[src/rtl/q2e_pkg.sv]
// shared types, constants and the arctangent table for the quaternion to euler block
// no dependencies; used by every module under rtl
package q2e_pkg;

  // number of cordic micro-rotations per angle, capped at the table length
  localparam int CORDIC_STEPS  = 16;
  localparam int ANG_TABLE_LEN = 24;
  localparam int CORDIC_ITERS  = (CORDIC_STEPS < ANG_TABLE_LEN) ? CORDIC_STEPS : ANG_TABLE_LEN;

  // operand widths
  localparam int QUAT_W = 16;
  localparam int PROD_W = 32;
  localparam int VEC_W  = 35;
  localparam int ARG_W  = 32;
  localparam int ROOT_W = 31;
  localparam int ROT_W  = 44;
  localparam int NORM_W = 40;
  localparam int ACC_W  = 26;
  localparam int ANG_W  = 16;
  localparam int PITCH_W = 15;

  // pipeline depths
  localparam int ISQ_ITERS   = 31;
  localparam int ISQ_LAT     = ISQ_ITERS + 2;
  localparam int NORM_STAGES = 6;
  localparam int ATAN_LAT    = 1 + NORM_STAGES + CORDIC_ITERS + 1;
  localparam int BACK_LAT    = ISQ_LAT + ATAN_LAT;

  // queue between front and back
  localparam int FIFO_DEPTH = 4;
  localparam int FIFO_AW    = 2;

  // numeric constants
  localparam int ONE_Q30     = 1073741824;
  localparam int DEG180_FINE = 5898240;
  localparam int ATAN_MAX    = 23040;
  localparam int PITCH_MAX   = 11520;
  localparam int ROUND_HALF  = 128;

  // one request as it travels from front to back
  typedef struct packed {
    logic signed [VEC_W-1:0] roll_num;
    logic signed [VEC_W-1:0] roll_den;
    logic signed [VEC_W-1:0] yaw_num;
    logic signed [VEC_W-1:0] yaw_den;
    logic signed [ARG_W-1:0] pitch_arg;
    logic                    pitch_clamped;
    logic                    pitch_edge;
  } q2e_item_t;

  // queue status seen by the front and the back
  typedef struct packed {
    logic full;
    logic empty;
  } q2e_fifo_stat_t;

  // pitch side flags carried alongside the cordic
  typedef struct packed {
    logic clamped;
    logic edge_hit;
    logic neg;
  } q2e_flags_t;

  // atan(2^-i) in 1/32768 degree, rounded to nearest
  function automatic logic signed [ACC_W-1:0] atan_fine(input int idx);
    logic signed [ACC_W-1:0] val;
    case (idx)
      0:  val = ACC_W'(1474560);
      1:  val = ACC_W'(870484);
      2:  val = ACC_W'(459940);
      3:  val = ACC_W'(233473);
      4:  val = ACC_W'(117189);
      5:  val = ACC_W'(58652);
      6:  val = ACC_W'(29333);
      7:  val = ACC_W'(14667);
      8:  val = ACC_W'(7334);
      9:  val = ACC_W'(3667);
      10: val = ACC_W'(1833);
      11: val = ACC_W'(917);
      12: val = ACC_W'(458);
      13: val = ACC_W'(229);
      14: val = ACC_W'(115);
      15: val = ACC_W'(57);
      16: val = ACC_W'(29);
      17: val = ACC_W'(14);
      18: val = ACC_W'(7);
      19: val = ACC_W'(4);
      20: val = ACC_W'(2);
      21: val = ACC_W'(1);
      default: val = '0;
    endcase
    return val;
  endfunction

endpackage

[src/rtl/q2e_fifo.sv]
// short queue that decouples the front end from the cordic back end
// depends on q2e_pkg for the request type and depth
module q2e_fifo (
  input  logic                    clk,
  input  logic                    rst,
  input  logic                    push,
  input  q2e_pkg::q2e_item_t      push_item,
  input  logic                    pop,
  output q2e_pkg::q2e_item_t      pop_item,
  output q2e_pkg::q2e_fifo_stat_t stat
);

  localparam int AW = q2e_pkg::FIFO_AW;

  q2e_pkg::q2e_item_t mem [0:q2e_pkg::FIFO_DEPTH-1];
  logic [AW-1:0] wr_ptr;
  logic [AW-1:0] rd_ptr;
  logic [AW:0]   count;

  assign stat.empty = (count == '0);
  assign stat.full  = (count == (AW+1)'(q2e_pkg::FIFO_DEPTH));
  assign pop_item   = mem[rd_ptr];

  // pointers and fill level
  always_ff @(posedge clk) begin
    if (rst) begin
      wr_ptr <= '0;
      rd_ptr <= '0;
      count  <= '0;
    end else begin
      if (push) wr_ptr <= wr_ptr + 1'b1;
      if (pop)  rd_ptr <= rd_ptr + 1'b1;
      if (push && !pop) count <= count + 1'b1;
      else if (pop && !push) count <= count - 1'b1;
    end
  end

  // storage
  always_ff @(posedge clk) begin
    if (push) mem[wr_ptr] <= push_item;
  end

`ifndef SYNTH
  a_no_overfill: assert property (@(posedge clk) disable iff (rst)
    count <= (AW+1)'(q2e_pkg::FIFO_DEPTH)) else $error("queue fill beyond depth");
  a_no_push_full: assert property (@(posedge clk) disable iff (rst)
    push |-> !stat.full) else $error("push into full queue");
  a_no_pop_empty: assert property (@(posedge clk) disable iff (rst)
    pop |-> !stat.empty) else $error("pop from empty queue");
`endif

endmodule

[config.mk]
export PLATFORM = sky130hd
export DESIGN_NAME = q2e_fifo
export DESIGN_NICKNAME = d
export VERILOG_FILES = /design/src/rtl/q2e_pkg.sv /design/src/rtl/q2e_fifo.sv
export SDC_FILE = /design/constraint.sdc
export NUM_CORES = 1
export LEC_CHECK = 0
export BUFFER_PORTS_ARGS = -buffer_cell sky130_fd_sc_hd__buf_2
export CORE_UTILIZATION = 51
export DETAILED_ROUTE_END_ITERATION = 16
export MAX_ROUTING_LAYER = met4
export PLACE_DENSITY = 0.75
export SYNTH_ARGS = -nofsm -noshare
export SYNTH_HDL_FRONTEND = slang
export SYNTH_SLANG_ARGS = --single-unit
[constraint.sdc]
create_clock -name clk -period 4.6 [get_ports clk]
set_input_delay 0.46 -clock clk [delete_from_list [all_inputs] [get_ports clk]]
set_output_delay 0.46 -clock clk [all_outputs]
set_load 0.01 [all_outputs]
==> flow_summary.ini <==
[status]
status = complete, no violations

[timing]
hold_violations = 0
max_freq_ghz = 0.3164
min_period_ps = 3161
worst_slack_ps = 1439
final.period_utilization_pct = 68.71
fin_tns_setup_ps = 0
setup_viol = 0
tightest_slew_ps = 915.2
finalMaxSlewViolations = 0
rsz0062_at_grt = no
fin_skew_ps = 12.50
relSlewSlack_pct = 38.98

[clock_tree]
clkLatencyLatePin_ps = 600
cts_resized = 0
clock_sinks = 705
cts_tree = yes
clkTransAtPathRegs_ps = 60
root_buffer = clkbuf_16
cts_buffer_depth = 3
postCtsHoldBufs = 0
cts_setup_buffers = 0
h-tree-depth = 3
cts_inserted_buffers = 71

[floorplanning]
row_count = 81
initial_core_util_pct = 52.04
io_pins = 354
die_y_microns = 226.4
coreArea_sq_mm = 0.04936
fp.dieW_microns = 226.4
die-area_sq_mm = 0.05126

[pwr]
leakage_nw = 10.14
p_per_area_mw_per_mm2 = 468.7
power_mw = 14.24
ir_drop_mv = 0.5069

[critical_path]
critical_path_class = reg -> out
cp.required_ps = 4140
arrival_ps = 2700
cp-end-kind = primary output
startpoint_type = flip-flop
crit_fanout = 48

[min_path]
hold_path_class = in -> reg

[yosys]
synthTopCellsByArea = edfxtp_1 (81%), mux4_2 (15%), buf_12 (0.86%), dfxtp_1 (0.70%), buf_8 (0.41%)
seq_area_frac_synth_pct = 82.08
ys_warn_count = 0
yosys_register_bits = 705
netlist_area_sq_mm = 0.02568
synth_nets = 1137
synth_top_cell_by_area = edfxtp_1
synth.top_cell.area_share_pct = 81.38
syn_area_per_cell_sq_um = 26.95
syn_inst = 953
synth_cell_type_count = 23

[final_layout]
final_area_sq_mm = 0.03038
nets = 1537
layout-drive-gt1-share_pct = 45.80
fin_util_pct = 61.55
layout_commonest_cell = edfxtp_1
layout_common_cells = edfxtp_1 (696), buf_2 (353), mux4_2 (174)
area_growth_pct = 18.29

[routing]
vias = 11340
first_iter_violations = 736
wl_per_cell_microns = 23.18
ant_nets = 0
avgViaCountPerCell = 5.432
drc = 0
wirelength_microns = 48370
first_pass_iters = 5

[global_routing]
grt_util_met3_pct = 6.272
grt_max_degree = 82
gr-total-overflow = 0
busiest_layer = met2
grt_pass1_wl_microns = 70860
grt_usage_pct = 19.52
use_met2_pct = 29.72
grt_pass1_vias = 11830
met1_usage_pct = 24.98
antenna_found_initial = 10

[placed_design]
place_area_sq_mm = 0.02811
place.gp.congestion = 0.7354
portBuffers = 353
dp_slack_ps = 2016
dp_hpwl_microns = 28240

[flow_run]
max_cap_violations = 0
[routing by layer]
metal  share of wire (%)  routed length, microns
met1                  40                   19530
met2                  49                   23750
met3                 8.6                    4174
met4                 1.9                     912
met5                   0                       0
[critical path, stage by stage, from the launching register on]
cell,delay (ps)
dfxtp_4,830
buf_4,600
mux4_2,420
buf_2,160
[final cells by class]
cell class	count	area (sq um)
fill	3324	18980
inverter	4	15.01
clock inverter	32	321.6
timing repair buffer	367	2022
tap	664	830.8
multi-input combinational	204	4159
clock buffer	92	1897
antenna	19	47.55
sequential	705	21090
[sequential cells by signal, summed over array words and instances (netlist names), named ones only]
name    cells
rd_ptr      2
wr_ptr      2
count       3
mem       696
[final timing paths]
check,start,end,slack (ps),cells after the start
max,flip-flop,pop_item[32],1440,3
min,push_item[9],mem[1][9],70,1
max reg2reg,wr_ptr[0],mem[0][123],2440,4
min reg2reg,count[2],count[2],530,2
[power breakdown]
group	switching, mW	internal [mW]	total, mW
Sequential	0.0848	7.39	7.47
Combinational	0.720	0.599	1.32
Clock	2.29	3.16	5.45
[Yosys cell counts]
| cell type | count |
|---|---|
| ha_1 | 5 |
| xor2_1 | 3 |
| buf_6 | 1 |
| o21ai_0 | 1 |
| fa_1 | 1 |
| buf_4 | 1 |
| edfxtp_1 | 696 |
| nor3_1 | 1 |
| buf_8 | 7 |
| buf_12 | 11 |
| or3_1 | 1 |
| nand2_1 | 1 |
| xnor2_1 | 2 |
| nor2_1 | 7 |
| dfxtp_1 | 9 |
| buf_2 | 16 |
| and2_1 | 4 |
| inv_1 | 4 |
| a21oi_1 | 1 |
| nor3b_1 | 1 |
| mux2i_1 | 2 |
| clkbuf_1 | 4 |
| mux4_2 | 174 |
[stage by stage]
stage                     cells  hold WS [ps]
after floorplan             953         466.3
after global placement     1944         479.0
after detailed placement   1944         512.0
after CTS                  2068         19.18
after global routing       2077         31.32
final                      2087         65.13
[kinds of logic (layout without fill, tap and decap cells)]
family	count (synthesis)	count (layout)	synth area share, %
AOI/OAI and AO/OA	2	2	0.03894
buffers and inverters	44	495	1.768
xor gates and xnor gates	5	5	0.1705
other	0	19	0
and+or+nand+nor	15	15	0.2874
DFF	705	705	82.08
adders and majority gates	6	6	0.3215
muxes	176	176	15.34
(Power assumes the default switching activity.)
